## config.mk

```make
export PLATFORM = sky130hd
export DESIGN_NAME = rotary_encoder_mode_control
export DESIGN_NICKNAME = d
export VERILOG_FILES = /design/src/sv/remc_pkg.sv /design/src/sv/rotary_encoder_mode_control.sv
export SDC_FILE = /design/constraint.sdc
export NUM_CORES = 1
export LEC_CHECK = 0
export BUFFER_PORTS_ARGS = -buffer_cell sky130_fd_sc_hd__buf_2
export CORE_ASPECT_RATIO = 1.4
export CORE_UTILIZATION = 51
export CTS_BUF_LIST = sky130_fd_sc_hd__clkbuf_2
export DETAILED_ROUTE_END_ITERATION = 16
export MAX_ROUTING_LAYER = met4
export PLACE_DENSITY = 0.85
export SYNTH_ARGS = -nofsm -noshare
export SYNTH_HDL_FRONTEND = slang
export SYNTH_SLANG_ARGS = --single-unit
```

## constraint.sdc

```tcl
create_clock -name clk_i -period 6.5 [get_ports clk_i]
set_input_delay 0.975 -clock clk_i [delete_from_list [all_inputs] [get_ports clk_i]]
set_output_delay 0.975 -clock clk_i [all_outputs]
set_load 0.01 [all_outputs]
```

## src/sv/remc_pkg.sv

```systemverilog
// Shared types, codes and reset values for the rotary encoder mode control.
// No dependencies; used by the top level and its port checker.
`timescale 1ns / 1ps
`default_nettype none

package remc_pkg;

  // Register map, indexed by paddr[3:2]
  typedef enum logic [1:0] {
    REG_TICKS_PER_UNIT = 2'd0,
    REG_SHORT_ABOVE    = 2'd1,
    REG_SHORT_BELOW    = 2'd2,
    REG_LONG_ABOVE     = 2'd3
  } reg_idx_e;

  // Step direction codes
  typedef enum logic [1:0] {
    DIR_NONE = 2'd0,
    DIR_FWD  = 2'd1,
    DIR_BWD  = 2'd2
  } dir_e;

  // Step target codes
  localparam logic TGT_STREAM = 1'b0;
  localparam logic TGT_TUNER  = 1'b1;

  // Mode change messages
  typedef enum logic [1:0] {
    MSG_NONE      = 2'd0,
    MSG_TO_TUNER  = 2'd1,
    MSG_TO_STREAM = 2'd2,
    MSG_STANDBY   = 2'd3
  } msg_e;

  // Operating modes
  typedef enum logic [1:0] {
    MODE_STREAM  = 2'd0,
    MODE_TUNER   = 2'd1,
    MODE_STANDBY = 2'd2
  } mode_e;

  localparam int unsigned TpuW   = 16;
  localparam int unsigned UnitsW = 8;

  localparam logic [TpuW-1:0]   TPU_RST         = 16'd10;
  localparam logic [UnitsW-1:0] SHORT_ABOVE_RST = 8'd5;
  localparam logic [UnitsW-1:0] SHORT_BELOW_RST = 8'd12;
  localparam logic [UnitsW-1:0] LONG_ABOVE_RST  = 8'd25;
  localparam logic [UnitsW-1:0] UNITS_MAX       = 8'd255;

  // Input sample, lowest bit first: pin_a, pin_b, pin_switch, pad
  typedef struct packed {
    logic [4:0] pad;
    logic       pin_switch;
    logic       pin_b;
    logic       pin_a;
  } sample_t;

  // Result item, lowest bit first: step_dir, step_target, mode_msg, mode_now, power_on
  typedef struct packed {
    logic       power_on;
    logic [1:0] mode_now;
    logic [1:0] mode_msg;
    logic       step_target;
    logic [1:0] step_dir;
  } result_t;

endpackage

`default_nettype wire

```

## src/sv/rotary_encoder_mode_control.sv

```systemverilog
// Rotary encoder decoder and push-switch mode controller, top level.
// Depends on remc_pkg.
//
// Usage:
//   The input stream carries one pin sample per tick on s_axis (tdata bit 0
//   pin_a, bit 1 pin_b, bit 2 pin_switch). Every accepted sample produces
//   exactly one result on m_axis: encoder step and its target, a mode change
//   message, the mode after this sample and the audio power drive.
//   A sample taken at one edge shows its result on m_axis right after that
//   edge. Throughput is one sample per cycle while the receiver keeps up; the
//   decode and press-timer update is a single pass of comparators and two
//   small counters between the input port and the result register.
//   When the receiver stalls, the result register holds its item and
//   s_axis_tready_o stays high only if that item is taken in the same cycle,
//   so no result is dropped and no sample is lost.
//   Reset (rst_ni low) puts the block in stream mode with power on, clears
//   the encoder latch and press timer, empties the result register and loads
//   the register defaults. Registers are written over the APB port at byte
//   addresses 0, 4, 8, 12 (ticks_per_unit, short_above, short_below, long_above);
//   the user must write them only while the block is idle; the block does not enforce it.
`timescale 1ns / 1ps
`default_nettype none

module rotary_encoder_mode_control (
  input  wire logic        clk_i,
  input  wire logic        rst_ni,
  // sample stream
  input  wire logic        s_axis_tvalid_i,
  output      logic        s_axis_tready_o,
  input  wire logic [7:0]  s_axis_tdata_i,   // pin_a, pin_b, pin_switch, zero pad
  // result stream
  output      logic        m_axis_tvalid_o,
  input  wire logic        m_axis_tready_i,
  output      logic [7:0]  m_axis_tdata_o,   // step_dir[1:0], step_target, mode_msg[1:0],
                                             // mode_now[1:0], power_on
  // configuration
  input  wire logic        psel_i,
  input  wire logic        penable_i,
  input  wire logic        pwrite_i,
  input  wire logic [3:0]  paddr_i,
  input  wire logic [31:0] pwdata_i,
  output      logic [31:0] prdata_o,
  output      logic        pready_o
);
  import remc_pkg::*;

  // Configuration registers
  logic [TpuW-1:0]   tpu_q;
  logic [UnitsW-1:0] short_above_q, short_below_q, long_above_q;

  // Block state
  mode_e             mode_q, mode_d;
  logic              power_q, power_d;
  logic              a_low_q, a_low_d;
  logic              first_b_q, first_b_d;
  logic              latest_b_q, latest_b_d;
  logic [UnitsW-1:0] units_q, units_d;
  logic [TpuW-1:0]   prescale_q, prescale_d;

  // Result register
  logic              out_valid_q;
  result_t           out_q, out_d;

  sample_t           smp;
  logic              in_xfer;
  logic              cfg_wr;
  reg_idx_e          cfg_idx;
  logic [TpuW-1:0]   prescale_inc;
  mode_e             mode_mid;
  dir_e              dir;
  msg_e              msg;

  assign smp      = sample_t'(s_axis_tdata_i);
  assign cfg_idx  = reg_idx_e'(paddr_i[3:2]);
  assign pready_o = 1'b1;
  assign cfg_wr   = psel_i & penable_i & pwrite_i;

  // Accept a sample whenever the result slot is free or drains this cycle
  assign s_axis_tready_o = ~out_valid_q | m_axis_tready_i;
  assign in_xfer         = s_axis_tvalid_i & s_axis_tready_o;
  assign m_axis_tvalid_o = out_valid_q;
  assign m_axis_tdata_o  = out_q;

  // Register readback
  always_comb begin
    prdata_o = '0;
    unique case (cfg_idx)
      REG_TICKS_PER_UNIT: prdata_o = {16'd0, tpu_q};
      REG_SHORT_ABOVE:    prdata_o = {24'd0, short_above_q};
      REG_SHORT_BELOW:    prdata_o = {24'd0, short_below_q};
      REG_LONG_ABOVE:     prdata_o = {24'd0, long_above_q};
      default:            prdata_o = '0;
    endcase
  end

  // Register writes
  always_ff @(posedge clk_i or negedge rst_ni) begin
    if (!rst_ni) begin
      tpu_q         <= TPU_RST;
      short_above_q <= SHORT_ABOVE_RST;
      short_below_q <= SHORT_BELOW_RST;
      long_above_q  <= LONG_ABOVE_RST;
    end else if (cfg_wr) begin
      unique case (cfg_idx)
        REG_TICKS_PER_UNIT: tpu_q         <= pwdata_i[TpuW-1:0];
        REG_SHORT_ABOVE:    short_above_q <= pwdata_i[UnitsW-1:0];
        REG_SHORT_BELOW:    short_below_q <= pwdata_i[UnitsW-1:0];
        REG_LONG_ABOVE:     long_above_q  <= pwdata_i[UnitsW-1:0];
        default: ;
      endcase
    end
  end

  // Encoder: latch B while A is low, judge the change when A returns high
  always_comb begin
    a_low_d    = a_low_q;
    first_b_d  = first_b_q;
    latest_b_d = latest_b_q;
    dir        = DIR_NONE;
    if (!smp.pin_a) begin
      if (!a_low_q) first_b_d = smp.pin_b;
      latest_b_d = smp.pin_b;
      a_low_d    = 1'b1;
    end else if (a_low_q) begin
      a_low_d = 1'b0;
      if (!first_b_q && latest_b_q) begin
        dir = DIR_FWD;
      end else if (first_b_q && !latest_b_q) begin
        dir = DIR_BWD;
      end
    end
  end

  // Switch: count press units while held, judge them on release
  assign prescale_inc = prescale_q + 1'b1;

  always_comb begin
    prescale_d = prescale_q;
    units_d    = units_q;
    mode_mid   = mode_q;
    mode_d     = mode_q;
    power_d    = power_q;
    msg        = MSG_NONE;
    if (!smp.pin_switch) begin
      prescale_d = prescale_inc;
      if (prescale_inc >= tpu_q) begin
        prescale_d = '0;
        if (units_q != UNITS_MAX) units_d = units_q + 1'b1;
      end
    end else begin
      // source toggle first, then the standby toggle on top of it
      if ((units_q > short_above_q) && (units_q < short_below_q)) begin
        if (mode_q == MODE_STREAM) begin
          mode_mid = MODE_TUNER;
          msg      = MSG_TO_TUNER;
        end else begin
          mode_mid = MODE_STREAM;
          msg      = MSG_TO_STREAM;
        end
        power_d = 1'b1;
      end
      mode_d = mode_mid;
      if (units_q > long_above_q) begin
        if (mode_mid != MODE_STANDBY) begin
          mode_d  = MODE_STANDBY;
          msg     = MSG_STANDBY;
          power_d = 1'b0;
        end else begin
          mode_d  = MODE_STREAM;
          msg     = MSG_TO_STREAM;
          power_d = 1'b1;
        end
      end
      units_d    = '0;
      prescale_d = '0;
    end
  end

  // Assemble the result; target uses the mode before this sample
  always_comb begin
    out_d.step_dir    = dir;
    out_d.step_target = (dir != DIR_NONE && mode_q != MODE_STREAM) ? TGT_TUNER : TGT_STREAM;
    out_d.mode_msg    = msg;
    out_d.mode_now    = mode_d;
    out_d.power_on    = power_d;
  end

  // Advance state on each sample transfer
  always_ff @(posedge clk_i or negedge rst_ni) begin
    if (!rst_ni) begin
      mode_q     <= MODE_STREAM;
      power_q    <= 1'b1;
      a_low_q    <= 1'b0;
      first_b_q  <= 1'b0;
      latest_b_q <= 1'b0;
      units_q    <= '0;
      prescale_q <= '0;
    end else if (in_xfer) begin
      mode_q     <= mode_d;
      power_q    <= power_d;
      a_low_q    <= a_low_d;
      first_b_q  <= first_b_d;
      latest_b_q <= latest_b_d;
      units_q    <= units_d;
      prescale_q <= prescale_d;
    end
  end

  // Result register: load on input transfer, drop on output transfer
  always_ff @(posedge clk_i or negedge rst_ni) begin
    if (!rst_ni) begin
      out_valid_q <= 1'b0;
    end else if (in_xfer) begin
      out_valid_q <= 1'b1;
    end else if (m_axis_tready_i) begin
      out_valid_q <= 1'b0;
    end
  end

  always_ff @(posedge clk_i) begin
    if (in_xfer) out_q <= out_d;
  end

endmodule

`default_nettype wire

```

; Yosys cells after proc, flatten, opt, wreduce, memory -nomap -nowiden
; Cells that the tools add are included.
[totals]
output_inout_bits = 43
input_bits = 51
word_cells = 83
register_bits = 79
[op_classes]
eq_ne = 5
n_reduce_logical = 20
order_cmp = 4
mux = 28
bitwise_logic = 7
n_addsub = 2
[op_table]
columns = cell, count
row1 = 32-bit case mux with 4 select lines, 1
row2 = 16-bit 2-to-1 mux, 2
row3 = 2-bit 2-to-1 mux, 12
row4 = 8-bit 2-to-1 mux, 3
row5 = 16-bit by 1-bit adder with 16-bit output (second input constant), 1
row6 = 16-bit greater-or-equal comparator, 1
row7 = 8-bit greater-than comparator, 2
row8 = 1-bit 2-to-1 mux, 10
row9 = 2-bit AND reduction, 5
row10 = 2-bit nonzero test, 5
row11 = 8-bit by 1-bit adder with 8-bit output (second input constant), 1
row12 = 8-bit less-than comparator, 1
row13 = 8-bit != test (second input constant), 1
row14 = 3-bit AND reduction, 2
row15 = 2-bit == test (second input constant), 2
row16 = 1-bit logical AND, 4
row17 = 2-bit zero test, 2
row18 = 1-bit bitwise AND, 3
row19 = 1-bit NOT, 3
row20 = 2-bit by 1-bit == test with 1-bit output (second input constant), 1
row21 = 1-bit zero test, 2
row22 = 2-bit != test (second input constant), 1
row23 = 1-bit OR, 1

; Depth between registers and ports, before layout
[depth]
depth_word = 9
mapped_depth = 14
mapped_depth_nobuf = 12

; Least setup slack after synthesis
; No wires, ideal clock.
[synth_path]
path_type = in2out
from = input port paddr_i[2]
to = output port prdata_o[6]
setup_slack_ps = 3400
arrival_ps = 2125
n_path_buf = 2
cell_stages = 3
required_time_ps = 5525
path_cell_list = buf_2 clkbuf_1 mux4_2
[synth_via]
elab_chain_cells = 2
word_cells_on_any_way = 5
cone_classes = 3 x eq/ne / 1 x mux / 1 x reduce/logical
[synth_rtl]
columns = element, line
row1 = start: declaration, rotary_encoder_mode_control.sv:40  ; input wire logic [3:0] paddr_i,
row2 = 2-bit == test (tied with other cells), rotary_encoder_mode_control.sv:87  ; unique case (cfg_idx)
row3 = 32-bit case mux with 4 select lines *, rotary_encoder_mode_control.sv:87
row4 = end: declaration, rotary_encoder_mode_control.sv:42  ; output logic [31:0] prdata_o,
; Mark *: on every way between the ends. The rest lies on a longest branch, timed or not. The select of a mux whose other input is x is not followed.

; Worst setup path in the final report
[layout_path]
from = register prescale_q[2]
to = register prescale_q[0]
[layout_via]
elab_chain_cells = 4
[layout_rtl]
columns = element, line
row1 = start: declaration, rotary_encoder_mode_control.sv:58  ; logic [TpuW-1:0] prescale_q, prescale_d;
row2 = start signal: assignment, rotary_encoder_mode_control.sv:205  ; prescale_q <= prescale_d;
row3 = 16-bit by 1-bit adder with 16-bit output, rotary_encoder_mode_control.sv:135  ; assign prescale_inc = prescale_q + 1'b1;
row4 = 16-bit greater-or-equal comparator, rotary_encoder_mode_control.sv:146  ; if (prescale_inc >= tpu_q) begin
row5 = 16-bit 2-to-1 mux, rotary_encoder_mode_control.sv:146
row6 = 16-bit 2-to-1 mux, rotary_encoder_mode_control.sv:144  ; if (!smp.pin_switch) begin
; No other way between the ends.
; A chain may end at the register's enable or synchronous reset.

==> results.tsv <==
metric	value	unit
P&R area growth vs syn	7.40	%
Net Sw Frac	0.344	
FP Rows	42	
initial cell density of the core	0.528	
Worst setup EP type	flop	
Final Wtd Congestion	0.888	
vias in the first global route	4006	
Worst-path clk slew	0.20	ns
EDFF count, synth	8	
layout cells sized above 1	0.206	
P per Cell Area	238	nW/um^2
worst hold path startpoint	tpu_q[1]	
initial antenna violation count	1	
critical path required time	6.96	ns
Yosys warning count	0	
hold path depth	2	
# DRC	0	
io pins	94	
Max stage delay on crit path	0.81	ns
cell area after placement	5240	sq um
sequential area share after synthesis	0.407	
DP Cell Count	657	
endpoints failing hold	0	
WL final	11000	microns
Slew headroom	0.334	
first-pass GRT wire length	18700	microns
Core ar.	9460	sq um
Slew Viols, Final	0	
Max-cap violations	0	
DR iter-0 viols	319	
Final Cycle Share	0.569	
CTS tree	yes	
Total Routing Usage GR	0.239	
Cell Area, Synth	4990	sq um
Reg power frac	0.505	
per-cell routed wire length	16.3	microns
Combinational Power Share	0.281	
status	completed	
Chip Width	85.6	microns
Distinct cells, synth	66	
ys async rst share	0.899	
register bit total from synthesis	79	
Hold EP	tpu_q[1]	
Top FF cell, synth	dfrtp_1	
Psw	0.438	mW
clock buffer count from CTS	9	
clock network power share	0.214	
Setup crit start kind	flop	
hold crit path type	reg2reg	
reg2reg setup slack	2.80	ns
clk_lat worst skew	0.56	ns
number of detailed-route iterations in the first pass	5	
family with the most delay on the worst path	simple AND/OR/NAND/NOR gates	
antenna viol nets, final	0	
Worst Path Buf+Inv	0	
crit-path cells	and3_1, and3_1, nand4_2, nor3_2, xor2_1, ha_1, and4_1, o21ai_1, o21ai_2, nor2_4, mux2_2	
Layout Nets	650	
final setup fails	0	
R2R depth	11	
total design power	1.28	mW
total gr overflow	0	
worst clock skew	0.0329	ns
Clock Path Buffers	2	
slowest CP cell	o21ai_2	
Vias/cell	5.89	
Hold Slack	0.542	ns
Mapped Cells	513	
vias	3970	
Die Height	119	microns
htree depth	3	
Critical R2R Launch	prescale_q[2]	
post-cts resize count	0	
pin count of the biggest net entering global routing	72	
Worst Path Max Fanout	21	
cell leakage power	2.62	nW
most frequent CP cell	and3_1	
DIE AREA	10200	sq um
min cycle time layout	3.70	ns
Final Cell Area	5360	sq um
Mean Syn Cell Area	9.73	sq um
dpl hpwl	8040	microns
I/O Buffers	53	
non-filler cells, final	674	
RR Endpoint	prescale_q[0]	
clk root buf	clkbuf_2	
Worst Setup Path Type	reg2reg	
RSZ-0062 raised after global routing	false	
hold buffer count at CTS	0	
f_max	270	MHz
CTS sink count	79	
Power Internal	0.837	mW
slew at the pin with the worst max-slew slack	0.999	ns
CP Data Arrival Time	4.16	ns
Fin Setup TNS	0	ns
worst vdd ir	0.107	mV
post-CTS setup buffers	0	
## routing by layer
layer,GRT usage,up-vias,part of all wire
li1,-,1890,-
met1,0.279,1914,0.40
met2,0.402,133,0.52
met3,0.0256,33,0.042
met4,0.130,0,0.032
met5,-,-,0
## cell usage in the layout (no fill, tap or decap), types with 7 or more instances in the layout
cell,count
a21oi_1,24
dfstp_2,10
and3_1,10
o21ai_1,15
mux2_2,14
nand3_1,12
edfxtp_1,8
nor2_1,12
conb_1,17
nor2b_1,7
nand2_1,55
dfrtp_1,61
clkbuf_2,10
a21o_1,8
a22o_1,9
inv_1,45
buf_2,53
ha_1,41
nand4_1,12
nor3_1,13
mux4_2,8
o21ai_0,36
xor2_1,8
## metrics by stage
| stage | setup WS, ns | util |
|---|---|---|
| floorplan | 3.40 | - |
| global placement | 2.95 | 0.554 |
| detailed placement | 2.88 | 0.554 |
| CTS | 2.83 | 0.566 |
| global route | 2.54 | 0.567 |
| finish | 2.80 | 0.567 |
## worst max-delay path by stage
stage	startpoint	end	cells after the start
final	prescale_q[2]	prescale_q[0]	11
after global routing	prescale_q[3]	prescale_q[0]	11
after CTS	prescale_q[2]	prescale_q[0]	11
after detailed placement	prescale_q[2]	prescale_q[0]	11
after global placement	prescale_q[2]	prescale_q[0]	11
after floorplan	paddr_i[2]	prdata_o[6]	3
## cells in the mapped netlist (3+ instances only)
cell | number | area [sq um]
nor2b_1 | 7 | 43.8
nand2_1 | 55 | 206
edfxtp_1 | 8 | 240
dfstp_2 | 10 | 263
buf_4 | 17 | 128
o211ai_1 | 5 | 37.5
nand4_1 | 12 | 75.1
ha_1 | 41 | 513
xor2_1 | 8 | 70.1
buf_2 | 5 | 25.0
mux4_2 | 8 | 180
o21ai_1 | 15 | 75.1
a22o_1 | 9 | 78.8
a211oi_1 | 3 | 22.5
inv_1 | 45 | 169
and4_1 | 4 | 35.0
dfrtp_1 | 61 | 1530
xnor2_1 | 6 | 52.6
mux2_2 | 14 | 158
a21o_1 | 8 | 60.1
clkbuf_1 | 11 | 41.3
o21ai_0 | 36 | 180
a211o_1 | 3 | 26.3
nor3b_1 | 3 | 22.5
a21oi_1 | 24 | 120
nand2b_1 | 3 | 18.8
nand3_1 | 12 | 60.1
and3_1 | 10 | 62.6
nor3_1 | 14 | 70.1
nor2_1 | 12 | 45.0
and2_1 | 3 | 18.8
## cell type report
type,instances,area (sq um)
multi-input combinational,365,2610
clock buffer,10,50.0
tap,110,138
fill,808,4100
antenna,1,2.50
sequential,79,2030
timing repair buffer,56,288
clock inverter,6,70.1
inverter,47,176
## power groups by stage
stage	Clock, mW	Sequential, mW	Combinational, mW
finish	0.273	0.644	0.359
global route	0.298	0.654	0.404
CTS	0.282	0.642	0.359
detailed placement	0	0.652	0.356
global placement	0	0.646	0.338
floorplan	0	0.638	0.260
## logic make-up after synthesis
kind of cell / count (synthesis) / synth area share
DFF: 79 / 0.407
adders and majority gates: 41 / 0.103
AOI/OAI and AO/OA: 123 / 0.158
other: 2 / 0.00150
buffers and inverters: 84 / 0.0835
xor gates and xnor gates: 14 / 0.0246
and+or+nand+nor: 146 / 0.151
muxes: 24 / 0.0717
## flip-flops by register name, summed over array words and instances, names as in the netlist
register,count
units_q,8
tpu_q,16
mode_q,2
a_low_q,1
m_axis_tdata_o,8
short_below_q,8
m_axis_tvalid_o,1
latest_b_q,1
long_above_q,8
power_q,1
first_b_q,1
prescale_q,16
short_above_q,8
## tightest hold or removal path, stage by stage (launching register included)
cell and delay (ns):
dfstp_2 0.41, inv_1 0.07, o21ai_0 0.08
(Power assumes the default switching activity.)
